[src/sv/onset_peak_picker_unit_assert.svh]
// Assertion macros for the onset peak picker.
// Expects clk and rst_n in the scope of each use.
`ifndef ONSET_PEAK_PICKER_UNIT_ASSERT_SVH
`define ONSET_PEAK_PICKER_UNIT_ASSERT_SVH

// antecedent implies consequent in the same cycle
`define OPP_ASSERT_SAME(label, ante, cons, msg) \
    label: assert property (@(posedge clk) disable iff (!rst_n) (ante) |-> (cons)) \
        else $error(msg);

// antecedent implies consequent in the next cycle
`define OPP_ASSERT_NEXT(label, ante, cons, msg) \
    label: assert property (@(posedge clk) disable iff (!rst_n) (ante) |=> (cons)) \
        else $error(msg);

`endif

[src/sv/opp_pkg.sv]
// Shared constants, register indexes, controller states and command/status types
// for the onset peak picker. No dependencies.
`default_nettype none

package opp_pkg;

    parameter int OPP_MAX_WINDOW    = 32;
    parameter int OPP_HISTORY_DEPTH = 128;
    parameter int OPP_SAMPLE_WIDTH  = 16;
    parameter int OPP_INDEX_WIDTH   = 20;

    parameter int CFG_INDEX_WIDTH = 3;
    parameter int CFG_DATA_WIDTH  = 16;
    parameter int WIN_CFG_WIDTH   = 6;
    parameter int OFFSET_WIDTH    = 16;
    parameter int GAP_WIDTH       = 16;
    parameter int STEP_CNT_WIDTH  = 6;

    parameter logic [STEP_CNT_WIDTH-1:0] STEP_CAP = 6'd33;

    parameter logic [WIN_CFG_WIDTH-1:0] RST_MAX_BEFORE = 6'd3;
    parameter logic [WIN_CFG_WIDTH-1:0] RST_MAX_AFTER  = 6'd3;
    parameter logic [WIN_CFG_WIDTH-1:0] RST_AVG_BEFORE = 6'd3;
    parameter logic [WIN_CFG_WIDTH-1:0] RST_AVG_AFTER  = 6'd5;
    parameter logic [OFFSET_WIDTH-1:0]  RST_THRESHOLD  = 16'd0;
    parameter logic [GAP_WIDTH-1:0]     RST_MIN_GAP    = 16'd10;

    typedef enum logic [CFG_INDEX_WIDTH-1:0] {
        REG_MAX_BEFORE = 3'd0,
        REG_MAX_AFTER  = 3'd1,
        REG_AVG_BEFORE = 3'd2,
        REG_AVG_AFTER  = 3'd3,
        REG_THRESHOLD  = 3'd4,
        REG_MIN_GAP    = 3'd5
    } opp_reg_t;

    typedef enum logic [3:0] {
        ST_IDLE,
        ST_CHECK,
        ST_READ_X,
        ST_LOAD_X,
        ST_SCAN,
        ST_DRAIN,
        ST_MUL,
        ST_DECIDE,
        ST_EMIT,
        ST_FLUSH,
        ST_MARK
    } opp_state_t;

    typedef struct packed {
        logic accept;
        logic read_x;
        logic load_x;
        logic scan;
        logic mul;
        logic advance;
        logic store_held;
        logic push_held;
        logic push_last;
        logic mark;
    } opp_cmd_t;

    typedef struct packed {
        logic due;
        logic eos;
        logic scan_last;
        logic pick;
        logic held_valid;
        logic out_free;
    } opp_status_t;

endpackage

`default_nettype wire

[src/sv/opp_stream_if.sv]
// Valid/ready stream interfaces for the onset peak picker input and result words.
// No dependencies.
`default_nettype none

interface opp_in_if #(
    parameter int SAMPLE_WIDTH = 16
);
    logic                           valid;
    logic                           ready;
    logic signed [SAMPLE_WIDTH-1:0] sample;
    logic                           end_of_stream;

    modport source (output valid, output sample, output end_of_stream, input ready);
    modport sink   (input valid, input sample, input end_of_stream, output ready);
endinterface

interface opp_out_if #(
    parameter int INDEX_WIDTH = 20
);
    logic                   valid;
    logic                   ready;
    logic [INDEX_WIDTH-1:0] peak_index;
    logic                   is_peak;
    logic                   run_last;

    modport source (output valid, output peak_index, output is_peak, output run_last,
                    input ready);
    modport sink   (input valid, input peak_index, input is_peak, input run_last,
                    output ready);
endinterface

`default_nettype wire

[src/sv/opp_ctrl.sv]
// Sequencing state machine of the onset peak picker.
// Depends on opp_pkg; drives opp_datapath through opp_cmd_t.
`default_nettype none

module opp_ctrl
    import opp_pkg::*;
(
    input  wire         clk,
    input  wire         rst_n,
    input  wire         in_valid,
    output logic        in_ready,
    input  opp_status_t status,
    output opp_cmd_t    cmd
);

    opp_state_t state_reg;
    opp_state_t state_next;

    always_ff @(posedge clk or negedge rst_n)
    begin
        if (!rst_n)
        begin
            state_reg <= ST_IDLE;
        end
        else
        begin
            state_reg <= state_next;
        end
    end

    always_comb
    begin
        state_next = state_reg;
        case (state_reg)
            ST_IDLE:
            begin
                if (in_valid)
                begin
                    state_next = ST_CHECK;
                end
            end
            ST_CHECK:
            begin
                if (status.due)
                begin
                    state_next = ST_READ_X;
                end
                else if (status.eos)
                begin
                    state_next = ST_MARK;
                end
                else if (status.held_valid)
                begin
                    state_next = ST_FLUSH;
                end
                else
                begin
                    state_next = ST_IDLE;
                end
            end
            ST_READ_X: state_next = ST_LOAD_X;
            ST_LOAD_X: state_next = ST_SCAN;
            ST_SCAN:
            begin
                if (status.scan_last)
                begin
                    state_next = ST_DRAIN;
                end
            end
            ST_DRAIN:  state_next = ST_MUL;
            ST_MUL:    state_next = ST_DECIDE;
            ST_DECIDE:
            begin
                state_next = status.pick ? ST_EMIT : ST_CHECK;
            end
            ST_EMIT:
            begin
                if (!status.held_valid || status.out_free)
                begin
                    state_next = ST_CHECK;
                end
            end
            ST_FLUSH:
            begin
                if (status.out_free)
                begin
                    state_next = ST_IDLE;
                end
            end
            ST_MARK:
            begin
                if (status.out_free && !status.held_valid)
                begin
                    state_next = ST_IDLE;
                end
            end
            default: state_next = ST_IDLE;
        endcase
    end

    always_comb
    begin
        cmd      = '0;
        in_ready = 1'b0;
        case (state_reg)
            ST_IDLE:
            begin
                in_ready   = 1'b1;
                cmd.accept = in_valid;
            end
            ST_READ_X: cmd.read_x = 1'b1;
            ST_LOAD_X: cmd.load_x = 1'b1;
            ST_SCAN:   cmd.scan   = 1'b1;
            ST_MUL:    cmd.mul    = 1'b1;
            ST_DECIDE:
            begin
                cmd.advance = !status.pick;
            end
            ST_EMIT:
            begin
                if (!status.held_valid || status.out_free)
                begin
                    cmd.store_held = 1'b1;
                    cmd.advance    = 1'b1;
                    cmd.push_held  = status.held_valid;
                end
            end
            ST_FLUSH:
            begin
                if (status.out_free)
                begin
                    cmd.push_held = 1'b1;
                    cmd.push_last = 1'b1;
                end
            end
            ST_MARK:
            begin
                if (status.out_free)
                begin
                    cmd.push_held = status.held_valid;
                    cmd.mark      = !status.held_valid;
                end
            end
            default:
            begin
                cmd      = '0;
                in_ready = 1'b0;
            end
        endcase
    end

endmodule

`default_nettype wire

[src/sv/opp_datapath.sv]
// History memory, window scan, mean test, counters and result registers.
// Depends on opp_pkg and onset_peak_picker_unit_assert.svh; steered by opp_ctrl.
`default_nettype none
`include "onset_peak_picker_unit_assert.svh"

module opp_datapath
    import opp_pkg::*;
#(
    parameter int MAX_WINDOW    = OPP_MAX_WINDOW,
    parameter int HISTORY_DEPTH = OPP_HISTORY_DEPTH,
    parameter int SAMPLE_WIDTH  = OPP_SAMPLE_WIDTH,
    parameter int INDEX_WIDTH   = OPP_INDEX_WIDTH
)
(
    input  wire                            clk,
    input  wire                            rst_n,
    input  wire                            cfg_write,
    input  wire  [CFG_INDEX_WIDTH-1:0]     cfg_index,
    input  wire  [CFG_DATA_WIDTH-1:0]      cfg_data,
    input  wire  signed [SAMPLE_WIDTH-1:0] in_sample,
    input  wire                            in_eos,
    input  opp_cmd_t                       cmd,
    output opp_status_t                    status,
    input  wire                            out_ready,
    output logic                           out_valid,
    output logic [INDEX_WIDTH-1:0]         out_index,
    output logic                           out_is_peak,
    output logic                           out_last
);

    localparam int WW   = $clog2(MAX_WINDOW + 1);
    localparam int OW   = WW + 1;
    localparam int CW   = $clog2(2 * MAX_WINDOW + 1);
    localparam int AW   = $clog2(HISTORY_DEPTH);
    localparam int SUMW = SAMPLE_WIDTH + CW;
    localparam int PW   = ((SAMPLE_WIDTH > OFFSET_WIDTH) ? SAMPLE_WIDTH : OFFSET_WIDTH) + CW + 2;
    localparam int GW   = GAP_WIDTH + 1;

    localparam logic [WW-1:0] WinMax  = WW'(MAX_WINDOW);
    localparam logic [AW-1:0] AddrTop = AW'(HISTORY_DEPTH - 1);

    // configuration
    logic [WIN_CFG_WIDTH-1:0] max_before_reg;
    logic [WIN_CFG_WIDTH-1:0] max_after_reg;
    logic [WIN_CFG_WIDTH-1:0] avg_before_reg;
    logic [WIN_CFG_WIDTH-1:0] avg_after_reg;
    logic [OFFSET_WIDTH-1:0]  threshold_reg;
    logic [GAP_WIDTH-1:0]     min_gap_reg;

    // stream state
    logic [INDEX_WIDTH-1:0]    count_reg;
    logic [INDEX_WIDTH-1:0]    decided_reg;
    logic [WW-1:0]             depth_reg;
    logic [AW-1:0]             wr_addr_reg;
    logic [AW-1:0]             i_addr_reg;
    logic                      eos_reg;
    logic                      peak_seen_reg;
    logic [GW-1:0]             dist_reg;
    logic [STEP_CNT_WIDTH-1:0] step_cnt_reg;

    // scan
    logic signed [SAMPLE_WIDTH-1:0] hist_mem [HISTORY_DEPTH];
    logic signed [SAMPLE_WIDTH-1:0] rd_data_reg;
    logic [AW-1:0]                  rd_addr;
    logic [WW-1:0]                  pre_m_reg;
    logic [WW-1:0]                  pre_a_reg;
    logic [WW-1:0]                  post_m_reg;
    logic [WW-1:0]                  post_a_reg;
    logic [WW-1:0]                  hi_end_reg;
    logic signed [OW-1:0]           off_reg;
    logic [AW-1:0]                  scan_addr_reg;
    logic                           d1_valid_reg;
    logic                           d1_max_reg;
    logic                           d1_avg_reg;
    logic signed [SAMPLE_WIDTH-1:0] xi_reg;
    logic                           max_fail_reg;
    logic signed [SUMW-1:0]         sum_reg;
    logic [CW-1:0]                  cnt_reg;
    logic signed [PW-1:0]           lhs_reg;
    logic signed [PW-1:0]           rhs_reg;

    // results
    logic                   held_valid_reg;
    logic [INDEX_WIDTH-1:0] held_index_reg;
    logic                   out_valid_reg;
    logic [INDEX_WIDTH-1:0] out_index_reg;
    logic                   out_peak_reg;
    logic                   out_last_reg;

    logic [WW-1:0]          win_pre_m;
    logic [WW-1:0]          win_pre_a;
    logic [WW-1:0]          win_post_m;
    logic [WW-1:0]          win_post_a;
    logic [WW-1:0]          win_post;
    logic [INDEX_WIDTH-1:0] pending;
    logic [WW-1:0]          pending_clip;
    logic [WW-1:0]          pre_m_c;
    logic [WW-1:0]          pre_a_c;
    logic [WW-1:0]          post_m_c;
    logic [WW-1:0]          post_a_c;
    logic [WW-1:0]          lo_off;
    logic [AW:0]            start_sum;
    logic [AW-1:0]          start_addr;
    logic                   cur_in_max;
    logic                   cur_in_avg;
    logic                   gap_ok;
    logic                   pick;
    logic                   out_free;
    logic                   out_load;

    function automatic logic [WW-1:0] clip_before(input logic [WIN_CFG_WIDTH-1:0] v);
        if (32'(v) > MAX_WINDOW)
        begin
            return WW'(MAX_WINDOW);
        end
        return WW'(v);
    endfunction

    function automatic logic [WW-1:0] clip_after(input logic [WIN_CFG_WIDTH-1:0] v);
        if (v == '0)
        begin
            return WW'(1);
        end
        return clip_before(v);
    endfunction

    function automatic logic [WW-1:0] min_w(input logic [WW-1:0] a, input logic [WW-1:0] b);
        return (a < b) ? a : b;
    endfunction

    function automatic logic [WW-1:0] max_w(input logic [WW-1:0] a, input logic [WW-1:0] b);
        return (a > b) ? a : b;
    endfunction

    function automatic logic [AW-1:0] addr_inc(input logic [AW-1:0] a);
        return (a == AddrTop) ? '0 : a + AW'(1);
    endfunction

    always_comb
    begin
        win_pre_m    = clip_before(max_before_reg);
        win_pre_a    = clip_before(avg_before_reg);
        win_post_m   = clip_after(max_after_reg);
        win_post_a   = clip_after(avg_after_reg);
        win_post     = max_w(win_post_m, win_post_a);
        pending      = count_reg - decided_reg;
        pending_clip = (pending > INDEX_WIDTH'(MAX_WINDOW)) ? WinMax : WW'(pending);
        pre_m_c      = min_w(win_pre_m, depth_reg);
        pre_a_c      = min_w(win_pre_a, depth_reg);
        post_m_c     = min_w(win_post_m, pending_clip);
        post_a_c     = min_w(win_post_a, pending_clip);
        lo_off       = max_w(pre_m_c, pre_a_c);
        start_sum    = (AW + 1)'(i_addr_reg) + (AW + 1)'(HISTORY_DEPTH) - (AW + 1)'(lo_off);
        start_addr   = (start_sum >= (AW + 1)'(HISTORY_DEPTH)) ?
                       AW'(start_sum - (AW + 1)'(HISTORY_DEPTH)) : AW'(start_sum);
    end

    always_comb
    begin
        cur_in_max = (off_reg >= -$signed({1'b0, pre_m_reg}))
                  && (off_reg < $signed({1'b0, post_m_reg}));
        cur_in_avg = (off_reg >= -$signed({1'b0, pre_a_reg}))
                  && (off_reg < $signed({1'b0, post_a_reg}));
        gap_ok     = !peak_seen_reg || (dist_reg > {1'b0, min_gap_reg});
        pick       = !max_fail_reg && (lhs_reg >= rhs_reg) && gap_ok;
        out_free   = !out_valid_reg || out_ready;
        out_load   = cmd.push_held || cmd.mark;
        rd_addr    = cmd.read_x ? i_addr_reg : scan_addr_reg;
    end

    always_comb
    begin
        status.due        = (pending != '0) && (step_cnt_reg < STEP_CAP)
                         && (eos_reg || (pending >= {{(INDEX_WIDTH - WW){1'b0}}, win_post}));
        status.eos        = eos_reg;
        status.scan_last  = (off_reg == ($signed({1'b0, hi_end_reg}) - OW'(1)));
        status.pick       = pick;
        status.held_valid = held_valid_reg;
        status.out_free   = out_free;
    end

    always_ff @(posedge clk or negedge rst_n)
    begin
        if (!rst_n)
        begin
            max_before_reg <= RST_MAX_BEFORE;
            max_after_reg  <= RST_MAX_AFTER;
            avg_before_reg <= RST_AVG_BEFORE;
            avg_after_reg  <= RST_AVG_AFTER;
            threshold_reg  <= RST_THRESHOLD;
            min_gap_reg    <= RST_MIN_GAP;
        end
        else if (cfg_write)
        begin
            case (cfg_index)
                REG_MAX_BEFORE: max_before_reg <= cfg_data[WIN_CFG_WIDTH-1:0];
                REG_MAX_AFTER:  max_after_reg  <= cfg_data[WIN_CFG_WIDTH-1:0];
                REG_AVG_BEFORE: avg_before_reg <= cfg_data[WIN_CFG_WIDTH-1:0];
                REG_AVG_AFTER:  avg_after_reg  <= cfg_data[WIN_CFG_WIDTH-1:0];
                REG_THRESHOLD:  threshold_reg  <= cfg_data[OFFSET_WIDTH-1:0];
                REG_MIN_GAP:    min_gap_reg    <= cfg_data[GAP_WIDTH-1:0];
                default:        min_gap_reg    <= min_gap_reg;
            endcase
        end
    end

    always_ff @(posedge clk)
    begin
        if (cmd.accept)
        begin
            hist_mem[wr_addr_reg] <= in_sample;
        end
        rd_data_reg <= hist_mem[rd_addr];
    end

    always_ff @(posedge clk or negedge rst_n)
    begin
        if (!rst_n)
        begin
            count_reg     <= '0;
            decided_reg   <= '0;
            depth_reg     <= '0;
            wr_addr_reg   <= '0;
            i_addr_reg    <= '0;
            eos_reg       <= 1'b0;
            peak_seen_reg <= 1'b0;
            dist_reg      <= '0;
            step_cnt_reg  <= '0;
        end
        else
        begin
            if (cmd.accept)
            begin
                count_reg    <= count_reg + INDEX_WIDTH'(1);
                wr_addr_reg  <= addr_inc(wr_addr_reg);
                eos_reg      <= in_eos;
                step_cnt_reg <= '0;
            end
            if (cmd.advance)
            begin
                decided_reg  <= decided_reg + INDEX_WIDTH'(1);
                i_addr_reg   <= addr_inc(i_addr_reg);
                step_cnt_reg <= step_cnt_reg + STEP_CNT_WIDTH'(1);
                if (depth_reg != WinMax)
                begin
                    depth_reg <= depth_reg + WW'(1);
                end
                if (pick)
                begin
                    peak_seen_reg <= 1'b1;
                    dist_reg      <= GW'(1);
                end
                else if (dist_reg != '1)
                begin
                    dist_reg <= dist_reg + GW'(1);
                end
            end
            if (cmd.mark)
            begin
                count_reg     <= '0;
                decided_reg   <= '0;
                depth_reg     <= '0;
                wr_addr_reg   <= '0;
                i_addr_reg    <= '0;
                eos_reg       <= 1'b0;
                peak_seen_reg <= 1'b0;
                dist_reg      <= '0;
            end
        end
    end

    always_ff @(posedge clk or negedge rst_n)
    begin
        if (!rst_n)
        begin
            d1_valid_reg <= 1'b0;
        end
        else
        begin
            d1_valid_reg <= cmd.scan;
        end
    end

    always_ff @(posedge clk)
    begin
        if (cmd.read_x)
        begin
            pre_m_reg     <= pre_m_c;
            pre_a_reg     <= pre_a_c;
            post_m_reg    <= post_m_c;
            post_a_reg    <= post_a_c;
            hi_end_reg    <= max_w(post_m_c, post_a_c);
            off_reg       <= -$signed({1'b0, lo_off});
            scan_addr_reg <= start_addr;
        end
        if (cmd.scan)
        begin
            off_reg       <= off_reg + OW'(1);
            scan_addr_reg <= addr_inc(scan_addr_reg);
            d1_max_reg    <= cur_in_max;
            d1_avg_reg    <= cur_in_avg;
        end
        if (cmd.load_x)
        begin
            xi_reg       <= rd_data_reg;
            max_fail_reg <= 1'b0;
            sum_reg      <= '0;
            cnt_reg      <= '0;
        end
        else if (d1_valid_reg)
        begin
            if (d1_max_reg && (rd_data_reg > xi_reg))
            begin
                max_fail_reg <= 1'b1;
            end
            if (d1_avg_reg)
            begin
                sum_reg <= sum_reg + SUMW'(rd_data_reg);
                cnt_reg <= cnt_reg + CW'(1);
            end
        end
        if (cmd.mul)
        begin
            lhs_reg <= PW'($signed(xi_reg) * $signed({1'b0, cnt_reg}));
            rhs_reg <= PW'(sum_reg)
                     + PW'($signed(threshold_reg) * $signed({1'b0, cnt_reg}));
        end
    end

    always_ff @(posedge clk or negedge rst_n)
    begin
        if (!rst_n)
        begin
            held_valid_reg <= 1'b0;
            out_valid_reg  <= 1'b0;
        end
        else
        begin
            if (cmd.store_held)
            begin
                held_valid_reg <= 1'b1;
            end
            else if (cmd.push_held)
            begin
                held_valid_reg <= 1'b0;
            end
            if (out_load)
            begin
                out_valid_reg <= 1'b1;
            end
            else if (out_ready)
            begin
                out_valid_reg <= 1'b0;
            end
        end
    end

    always_ff @(posedge clk)
    begin
        if (cmd.store_held)
        begin
            held_index_reg <= decided_reg;
        end
        if (cmd.push_held)
        begin
            out_index_reg <= held_index_reg;
            out_peak_reg  <= 1'b1;
            out_last_reg  <= cmd.push_last;
        end
        else if (cmd.mark)
        begin
            out_index_reg <= count_reg;
            out_peak_reg  <= 1'b0;
            out_last_reg  <= 1'b1;
        end
    end

    assign out_valid   = out_valid_reg;
    assign out_index   = out_index_reg;
    assign out_is_peak = out_peak_reg;
    assign out_last    = out_last_reg;

    `OPP_ASSERT_SAME(a_advance_pending, cmd.advance, pending != '0,
        "decision taken with no pending sample")
    `OPP_ASSERT_SAME(a_load_when_free, out_load, out_free,
        "result register overwritten before it was taken")
    `OPP_ASSERT_SAME(a_mark_after_held, cmd.mark, !held_valid_reg,
        "end marker sent ahead of a held peak")
    `OPP_ASSERT_NEXT(a_mark_clears, cmd.mark,
        (count_reg == '0) && (decided_reg == '0) && !peak_seen_reg,
        "stream state not cleared after end marker")

endmodule

`default_nettype wire

[src/sv/onset_peak_picker_unit.sv]
// Onset peak picker top level: opp_ctrl sequencer plus opp_datapath, joined by command/status.
// Per decision: check, read, load, a scan step per sample of the span (up to 2*MAX_WINDOW),
// drain, multiply, decide and, with a peak, emit; an item is accepted in idle before its
// decisions, plus a flush step for a held peak and a mark step for an end marker; stalls add waits.
// Result register sits between core and output; a new item is taken while it waits.
// rst_n clears all control state at once; the history memory is not cleared.
`default_nettype none

module onset_peak_picker_unit
    import opp_pkg::*;
#(
    parameter int MAX_WINDOW    = OPP_MAX_WINDOW,
    parameter int HISTORY_DEPTH = OPP_HISTORY_DEPTH,
    parameter int SAMPLE_WIDTH  = OPP_SAMPLE_WIDTH,
    parameter int INDEX_WIDTH   = OPP_INDEX_WIDTH
)
(
    input  wire                        clk,
    input  wire                        rst_n,
    input  wire                        cfg_write,
    input  wire  [CFG_INDEX_WIDTH-1:0] cfg_index,
    input  wire  [CFG_DATA_WIDTH-1:0]  cfg_data,
    opp_in_if.sink                     in_ch,
    opp_out_if.source                  out_ch
);

    opp_cmd_t    cmd;
    opp_status_t status;
    logic        in_ready;

    opp_ctrl u_ctrl (
        .clk      (clk),
        .rst_n    (rst_n),
        .in_valid (in_ch.valid),
        .in_ready (in_ready),
        .status   (status),
        .cmd      (cmd)
    );

    opp_datapath #(
        .MAX_WINDOW    (MAX_WINDOW),
        .HISTORY_DEPTH (HISTORY_DEPTH),
        .SAMPLE_WIDTH  (SAMPLE_WIDTH),
        .INDEX_WIDTH   (INDEX_WIDTH)
    ) u_datapath (
        .clk         (clk),
        .rst_n       (rst_n),
        .cfg_write   (cfg_write),
        .cfg_index   (cfg_index),
        .cfg_data    (cfg_data),
        .in_sample   (in_ch.sample),
        .in_eos      (in_ch.end_of_stream),
        .cmd         (cmd),
        .status      (status),
        .out_ready   (out_ch.ready),
        .out_valid   (out_ch.valid),
        .out_index   (out_ch.peak_index),
        .out_is_peak (out_ch.is_peak),
        .out_last    (out_ch.run_last)
    );

    assign in_ch.ready = in_ready;

endmodule

`default_nettype wire

[src/flat_wrapper.sv]
// flat-port wrapper written by rule: the top's interface ports become plain ports
module onset_peak_picker_unit_flat import opp_pkg::*;
#(
    parameter int MAX_WINDOW    = OPP_MAX_WINDOW,
    parameter int HISTORY_DEPTH = OPP_HISTORY_DEPTH,
    parameter int SAMPLE_WIDTH  = OPP_SAMPLE_WIDTH,
    parameter int INDEX_WIDTH   = OPP_INDEX_WIDTH
)
  (clk, rst_n, cfg_write, cfg_index, cfg_data, in_ch_valid, in_ch_sample, in_ch_end_of_stream, in_ch_ready, out_ch_valid, out_ch_peak_index, out_ch_is_peak, out_ch_run_last, out_ch_ready);
  opp_in_if #(.SAMPLE_WIDTH(SAMPLE_WIDTH)) in_ch_i ();
  opp_out_if #(.INDEX_WIDTH(INDEX_WIDTH)) out_ch_i ();
  input  wire clk;
  input  wire rst_n;
  input  wire cfg_write;
  input  wire  [CFG_INDEX_WIDTH-1:0] cfg_index;
  input  wire  [CFG_DATA_WIDTH-1:0] cfg_data;
  input wire logic [$bits(in_ch_i.valid)-1:0] in_ch_valid;
  input wire logic [$bits(in_ch_i.sample)-1:0] in_ch_sample;
  input wire logic [$bits(in_ch_i.end_of_stream)-1:0] in_ch_end_of_stream;
  output wire logic [$bits(in_ch_i.ready)-1:0] in_ch_ready;
  output wire logic [$bits(out_ch_i.valid)-1:0] out_ch_valid;
  output wire logic [$bits(out_ch_i.peak_index)-1:0] out_ch_peak_index;
  output wire logic [$bits(out_ch_i.is_peak)-1:0] out_ch_is_peak;
  output wire logic [$bits(out_ch_i.run_last)-1:0] out_ch_run_last;
  input wire logic [$bits(out_ch_i.ready)-1:0] out_ch_ready;
  assign in_ch_i.valid = in_ch_valid;
  assign in_ch_i.sample = in_ch_sample;
  assign in_ch_i.end_of_stream = in_ch_end_of_stream;
  assign in_ch_ready = in_ch_i.ready;
  assign out_ch_valid = out_ch_i.valid;
  assign out_ch_peak_index = out_ch_i.peak_index;
  assign out_ch_is_peak = out_ch_i.is_peak;
  assign out_ch_run_last = out_ch_i.run_last;
  assign out_ch_i.ready = out_ch_ready;
  onset_peak_picker_unit #(.MAX_WINDOW(MAX_WINDOW), .HISTORY_DEPTH(HISTORY_DEPTH), .SAMPLE_WIDTH(SAMPLE_WIDTH), .INDEX_WIDTH(INDEX_WIDTH)) u_core (.clk(clk), .rst_n(rst_n), .cfg_write(cfg_write), .cfg_index(cfg_index), .cfg_data(cfg_data), .in_ch(in_ch_i), .out_ch(out_ch_i));
endmodule
[config.mk]
export PLATFORM = sky130hd
export DESIGN_NAME = onset_peak_picker_unit_flat
export DESIGN_NICKNAME = d
export VERILOG_FILES = /design/src/sv/opp_pkg.sv /design/src/sv/opp_stream_if.sv /design/src/sv/opp_ctrl.sv /design/src/sv/opp_datapath.sv /design/src/sv/onset_peak_picker_unit.sv /design/src/flat_wrapper.sv
export VERILOG_INCLUDE_DIRS = /design/src /design/src/sv
export SDC_FILE = /design/constraint.sdc
export NUM_CORES = 2
export LEC_CHECK = 0
export BUFFER_PORTS_ARGS = -buffer_cell sky130_fd_sc_hd__buf_4
export CAP_MARGIN = 20
export CORE_UTILIZATION = 39
export DETAILED_ROUTE_END_ITERATION = 10
export RECOVER_POWER = 25
export SYNTH_ARGS = -nofsm -noshare
export SYNTH_HDL_FRONTEND = slang
export SYNTH_SLANG_ARGS = --single-unit
[constraint.sdc]
create_clock -name clk -period 10.85 [get_ports clk]
set_input_delay 3.255 -clock clk [delete_from_list [all_inputs] [get_ports clk]]
set_output_delay 3.255 -clock clk [all_outputs]
set_load 0.1 [all_outputs]
* Word level (Yosys, flattened, before mapping)
Memory sizes are Yosys's and may differ from the RTL's. A register that Yosys moved wholly into a read port is not among the register bits.
Index checks and enable logic that the tools add are counted.
Widths: inputs -> output; s select.
** Storage, ports and cells
- Register bits :: 333
- Memory bits (writable) :: 2048
- Logic and storage cells :: 248
- Memories kept :: 1
** Memory list
- u_core.u_datapath.hist_mem :: depth 128, width 16, rd ports 1, clocked after Yosys merged registers in 1, wr ports 1, line opp_datapath.sv:62 : logic signed [SAMPLE_WIDTH-1:0] hist_mem [HISTORY_DEPTH];
** Cells by class
- $add $sub $neg :: 20
- Multiply operators :: 2
- Magnitude comparators :: 22
- Equality and inequality tests :: 26
- Mux-type cells :: 94
- Reductions and logical operators :: 45
** Operator list (count)
- $mux 6 :: 25
- $mux 20 :: 6
- $mux 7 :: 13
- $mux 17 :: 4
- $mul 16x8->24 :: 2
- $pmux 4 s11 :: 1
- $add 20x1->20 const B :: 2
- $mux 4 :: 9
- $mux 1 :: 32
- $add 7x1->7 const B :: 4
- $add 23x24->25 :: 1
- $ge 25x25->1 :: 1
- $gt 6x6->1 const B :: 4
- $lt 6x6->1 :: 4
- $add 23x16->23 :: 1
- $reduce_and 2->1 :: 11
- $eq 7x7->1 const B :: 3
- $neg 6->7 :: 3
- $ge 20x6->1 :: 1
- $gt 20x6->1 const B :: 1
- $reduce_bool 20->1 :: 1
- $sub 20x20->20 :: 1
- $gt 6x6->1 :: 3
- $reduce_bool 2->1 :: 9
- other kinds (37) :: 67

* Longest topological paths before layout
- Depth after elaboration :: 12
- Gate-level depth with buffers :: 33
- Depth with buffers taken out :: 31

* Cells and area by module
Synthesis repeated with hierarchy kept, for this count alone.
** Unflattened totals
- Cell total of the unflattened synthesis :: 6710
- Area total of the unflattened synthesis :: 108271.3 um^2
** Modules (own cells, without submodules)
- opp_datapath :: times used 1, cells each 6656, area an instance 107847.2 um^2, seq. area each 70640.2 um^2
- opp_ctrl :: times used 1, cells each 54, area an instance 424.2 um^2, seq. area each 100.1 um^2

* Least setup slack after synthesis
No wires, ideal clock.
- Path kind :: register to register
- From :: register u_core.u_datapath.decided_reg[2]
- To :: register u_core.u_datapath.hi_end_reg[4], data pin
- Setup time :: 0.167 ns
- Data arrival time :: 6.751 ns
- Data required time :: 10.683 ns
- Path slack :: 3.931 ns
- Cell stages (with the launch flop) :: 33
- Path buffers :: 3
- Clock period less this slack :: 6.919 ns
- Cells stage by stage :: dfrtp_1 clkbuf_1 inv_1 ha_1 a211oi_1 o21ai_0 xor2_1 or3_1 or3b_1 and4bb_1 o2111ai_1 nor4_2 buf_4 nand2_1 ha_1 a21o_1 a21o_1 a21oi_1 o21a_1 a41oi_2 clkbuf_1 nand3_1 o21ai_0 ha_1 nor2b_1 o21a_1 o21ai_0 nand2b_1 a21oi_1 nor2b_1 o22ai_1 mux2_4 a221oi_2
** Between the ends
- Longest elaborated chain between the ends :: 7
** RTL lines
- start, declared :: line opp_datapath.sv:52 : logic [INDEX_WIDTH-1:0] decided_reg;
- start signal, assigned :: line opp_datapath.sv:241 : decided_reg <= decided_reg + INDEX_WIDTH'(1);
- $sub 20x20->20 * :: line opp_datapath.sv:146 : pending = count_reg - decided_reg;
- $gt 20x6->1 :: line opp_datapath.sv:147 : pending_clip = (pending > INDEX_WIDTH'(MAX_WINDOW)) ? WinMax : WW'(pending);
- $mux 6 * :: line opp_datapath.sv:147
- $lt 6x6->1 :: line opp_datapath.sv:128 : return (a < b) ? a : b;
- $mux 6 * :: line opp_datapath.sv:128
- via u_core.u_datapath.post_m_c[1] :: line opp_datapath.sv:99 : logic [WW-1:0] post_m_c;
- $gt 6x6->1 * :: line opp_datapath.sv:132 : return (a > b) ? a : b;
- $mux 6 * :: line opp_datapath.sv:132
- end signal, assigned :: line opp_datapath.sv:292 : hi_end_reg <= max_w(post_m_c, post_a_c);
- end, declared :: line opp_datapath.sv:69 : logic [WW-1:0] hi_end_reg;
The timed path passes the listed nets; every way through them passes the cells marked *.
A chain may end at the register's enable or synchronous reset.

* Final worst setup path
- From :: register u_core.u_datapath.decided_reg[2]
- To :: register u_core.u_datapath.hi_end_reg[1], data pin
** Between the ends
- Longest elaborated chain between the ends :: 7
** RTL lines (line)
- $sub 20x20->20 * :: opp_datapath.sv:146
- $gt 20x6->1 :: opp_datapath.sv:147
- $mux 6 * :: opp_datapath.sv:147
- $lt 6x6->1 :: opp_datapath.sv:128
- $mux 6 :: opp_datapath.sv:128
- $gt 6x6->1 :: opp_datapath.sv:132
- $mux 6 * :: opp_datapath.sv:132
Mark *: on every way between the ends. The rest lies on a longest branch, timed or not.

==> flow_metrics.env <==
export IMPL_final_core_util_pct=44.1
export IMPL_rr_worst_depth=29
export IMPL_synth_compound_area_share_pct=5.27
export IMPL_ys_seq_area_share_pct=65.3
export IMPL_synthToLayoutAreaGrowth_pct=12.6
export IMPL_drc=0
export IMPL_rsz0062_at_grt="false"
export IMPL_fin_ws_ps=2690
export IMPL_synth_ff_type="edfxtp_1"
export IMPL_die_area_um2=280000
export IMPL_tightest_slew_ps=5690
export IMPL_post_cts_resized=0
export IMPL_irDropWorstVdd_mv=0.401
export IMPL_grtUsageTotal_pct=19.0
export IMPL_min_period_ps=8160
export IMPL_vias_per_cell=5.49
export IMPL_clk_path_buf_depth=4
export IMPL_status="finished with violations"
export IMPL_synth_top_family_by_area="multiplexers"
export IMPL_finClkSkew_ps=101
export IMPL_muxShareOfSynthArea_pct=11.7
export IMPL_crit_path_frequent_cell="ha_1"
export IMPL_final_common_cell="edfxtp_1"
export IMPL_final_cells=10900
export IMPL_synth_avg_cell_area_um2=16.1
export IMPL_p_int_w=0.0205
export IMPL_p_switching_w=0.0116
export IMPL_antenna_found_initial=3
export IMPL_io_pins=65
export IMPL_min_path_type="register to register"
export IMPL_core_um2=276000
export IMPL_yosys_warnings=0
export IMPL_cpMaxStageDelayCell="dfrtp_1"
export IMPL_h_tree_depth=4
export IMPL_hpwl_mm=165
export IMPL_start_kind="register"
export IMPL_dieHeight_um=529
export IMPL_vias=59600
export IMPL_netlist_area_um2=108000
export IMPL_min_to="u_core.u_datapath.out_is_peak"
export IMPL_pre_cts_ws_ps=2670
export IMPL_cts_tree="built"
export IMPL_finalWirelength_mm=267
export IMPL_cts_root_buffer="clkbuf_16"
export IMPL_postRouteAntennaNets=0
export IMPL_comb_power_share_pct=39.0
export IMPL_drtPass1Iterations=5
export IMPL_worstSkewPairLatency_ps=910
export IMPL_slew_violations=1163
export IMPL_max_slew_margin_pct=-279
export IMPL_p_clk_share_pct=26.4
export IMPL_fillers=24200
export IMPL_overflow=0
export IMPL_switching_share_pct=36.1
export IMPL_drt_iter0_drc=5182
export IMPL_die_w_um=529
export IMPL_start_util_pct=39.2
export IMPL_cp_required_ps=11530
export IMPL_clk_pin_slew_ps=60
export IMPL_drive_above_1_share_pct=17.6
export IMPL_largest_register_ffs=2048
export IMPL_synth_nets=7268
export IMPL_arrival_ps=8840
export IMPL_p_leak_nw=42.4
export IMPL_hold_depth=1
export IMPL_cts_hold_buffers=0
export IMPL_hp_start="u_core.u_datapath.out_is_peak"
export IMPL_cap_violations=21
export IMPL_synth_cell_types=88
export IMPL_max_stage_delay_ps=710
export IMPL_reg2reg_slack_ps=2690
export IMPL_r2r_end="u_core.u_datapath.hi_end_reg[1]"
export IMPL_cts_buffers=247
export IMPL_end_kind="register"
export IMPL_post_cts_buffers=0
export IMPL_synth_edf_count=2200
export IMPL_grt_max_degree=129
export IMPL_crit_type="register to register"
export IMPL_ys_seq_elements=2396
export IMPL_crit_path_start="u_core.u_datapath.decided_reg[2]"
export IMPL_port_buffer_count=64
export IMPL_finalHoldViolCount=0
export IMPL_row_count=193
export IMPL_violations="max-capacitance violations, max-slew violations"
export IMPL_finalSetupViolCount=0
export IMPL_place_gp_congestion=0.836
export IMPL_wl_per_cell_um=24.6
export IMPL_synthArstFlopShare_pct=6.18
export IMPL_fin_nets=7474
export IMPL_final_cell_mix="2200 x edfxtp_1, 512 x mux4_2, 489 x nand2_1"
export IMPL_clkSinkCount=2396
export IMPL_tns_ps=0
export IMPL_crit_fanout=22
export IMPL_syn_inst=6736
export IMPL_timing_rr_start="u_core.u_datapath.decided_reg[2]"
export IMPL_p_seq_share_pct=34.7
export IMPL_synthAdderAreaFrac_pct=7.07
export IMPL_fin_crit_sh_pct=75.2
export IMPL_grt_pass1_vias=61300
export IMPL_synthSimpleGateAreaFrac_pct=6.70
export IMPL_place_inst=10400
export IMPL_p_per_area_nw_per_um2=263
export IMPL_synth_xor_area_share_pct=1.23
export IMPL_fmax_mhz=122
export IMPL_grt_pass1_wl_mm=400
export IMPL_finalPower_w=0.0321
[per-stage QoR]
step	hold WS [ps]	cell area, um2
finish	456	122000
global route	466	122000
CTS	458	122000
detailed placement	443	114000
global placement	439	114000
floorplan	423	108000
[layer usage]
layer,vias to the layer above,GRT usage [%],wire (um)
li1,26200,-,-
met5,-,0,0
met4,0,4.78,6470
met3,333,2.37,15100
met1,31300,26.5,115000
met2,1774,31.6,130000
[Yosys cell counts, types with 79 or more instances]
| library cell | number | area share, % |
|---|---|---|
| a21oi_1 | 168 | 0.78 |
| ha_1 | 289 | 3.3 |
| and2_1 | 299 | 1.7 |
| a211oi_1 | 190 | 1.3 |
| xnor2_1 | 96 | 0.78 |
| nand2_1 | 489 | 1.7 |
| clkbuf_1 | 215 | 0.74 |
| edfxtp_1 | 2200 | 61 |
| inv_1 | 444 | 1.5 |
| fa_1 | 202 | 3.7 |
| nor2_1 | 320 | 1.1 |
| dfrtp_1 | 138 | 3.2 |
| mux2_2 | 79 | 0.82 |
| o21ai_0 | 101 | 0.47 |
| mux4_2 | 512 | 11 |
[cells by family after synthesis]
group                      Yosys count
AOI/OAI and AO/OA                  831
xor gates and xnor gates           152
muxes                              612
adders and majority gates          491
and+or+nand+nor                   1489
DFF                               2396
buffers and inverters              765
[worst max path at each step]
stage,cells after the start,slack [ps],end
2_1_floorplan,32,3930,u_core.u_datapath.hi_end_reg[4]
3_3_place_gp,28,2580,u_core.u_datapath.hi_end_reg[2]
3_5_place_dp,29,2670,u_core.u_datapath.hi_end_reg[4]
4_1_cts,29,2650,u_core.u_datapath.hi_end_reg[4]
5_1_grt,29,2070,u_core.u_datapath.hi_end_reg[1]
6_report,29,2690,u_core.u_datapath.hi_end_reg[1]
[critical path, delay by kind of cell (launching register included)]
family | cells | cell delay [ps]
buffers and inverters | 2 | 510
and+or+nand+nor | 9 | 1990
DFF | 1 | 710
muxes | 1 | 400
adders and majority gates | 3 | 1070
xor gates and xnor gates | 1 | 180
AOI/OAI and AO/OA | 13 | 3130
[layout make-up]
type / instances / area (um2) / area share, %
Inverter: 444 / 1670 / 1.37
Clock inverter: 143 / 1550 / 1.27
Multi-Input combinational cell: 3575 / 34800 / 28.5
Sequential cell: 2396 / 70700 / 58.0
Tap cell: 3705 / 4640 / 3.80
Antenna cell: 6 / 15.0 / 0.0123
Timing Repair Buffer: 278 / 2170 / 1.78
Clock buffer: 304 / 6470 / 5.30
[power by group through the flow]
stage / Combinational, W / Clock (W) / Sequential, W
after detailed placement: 0.0126 / 0 / 0.0113
after global routing: 0.0136 / 0.00898 / 0.0112
after CTS: 0.0127 / 0.00863 / 0.0111
after floorplan: 0.00862 / 0 / 0.0111
final: 0.0125 / 0.00848 / 0.0111
after global placement: 0.0126 / 0 / 0.0113
(Power assumes the default switching activity.)
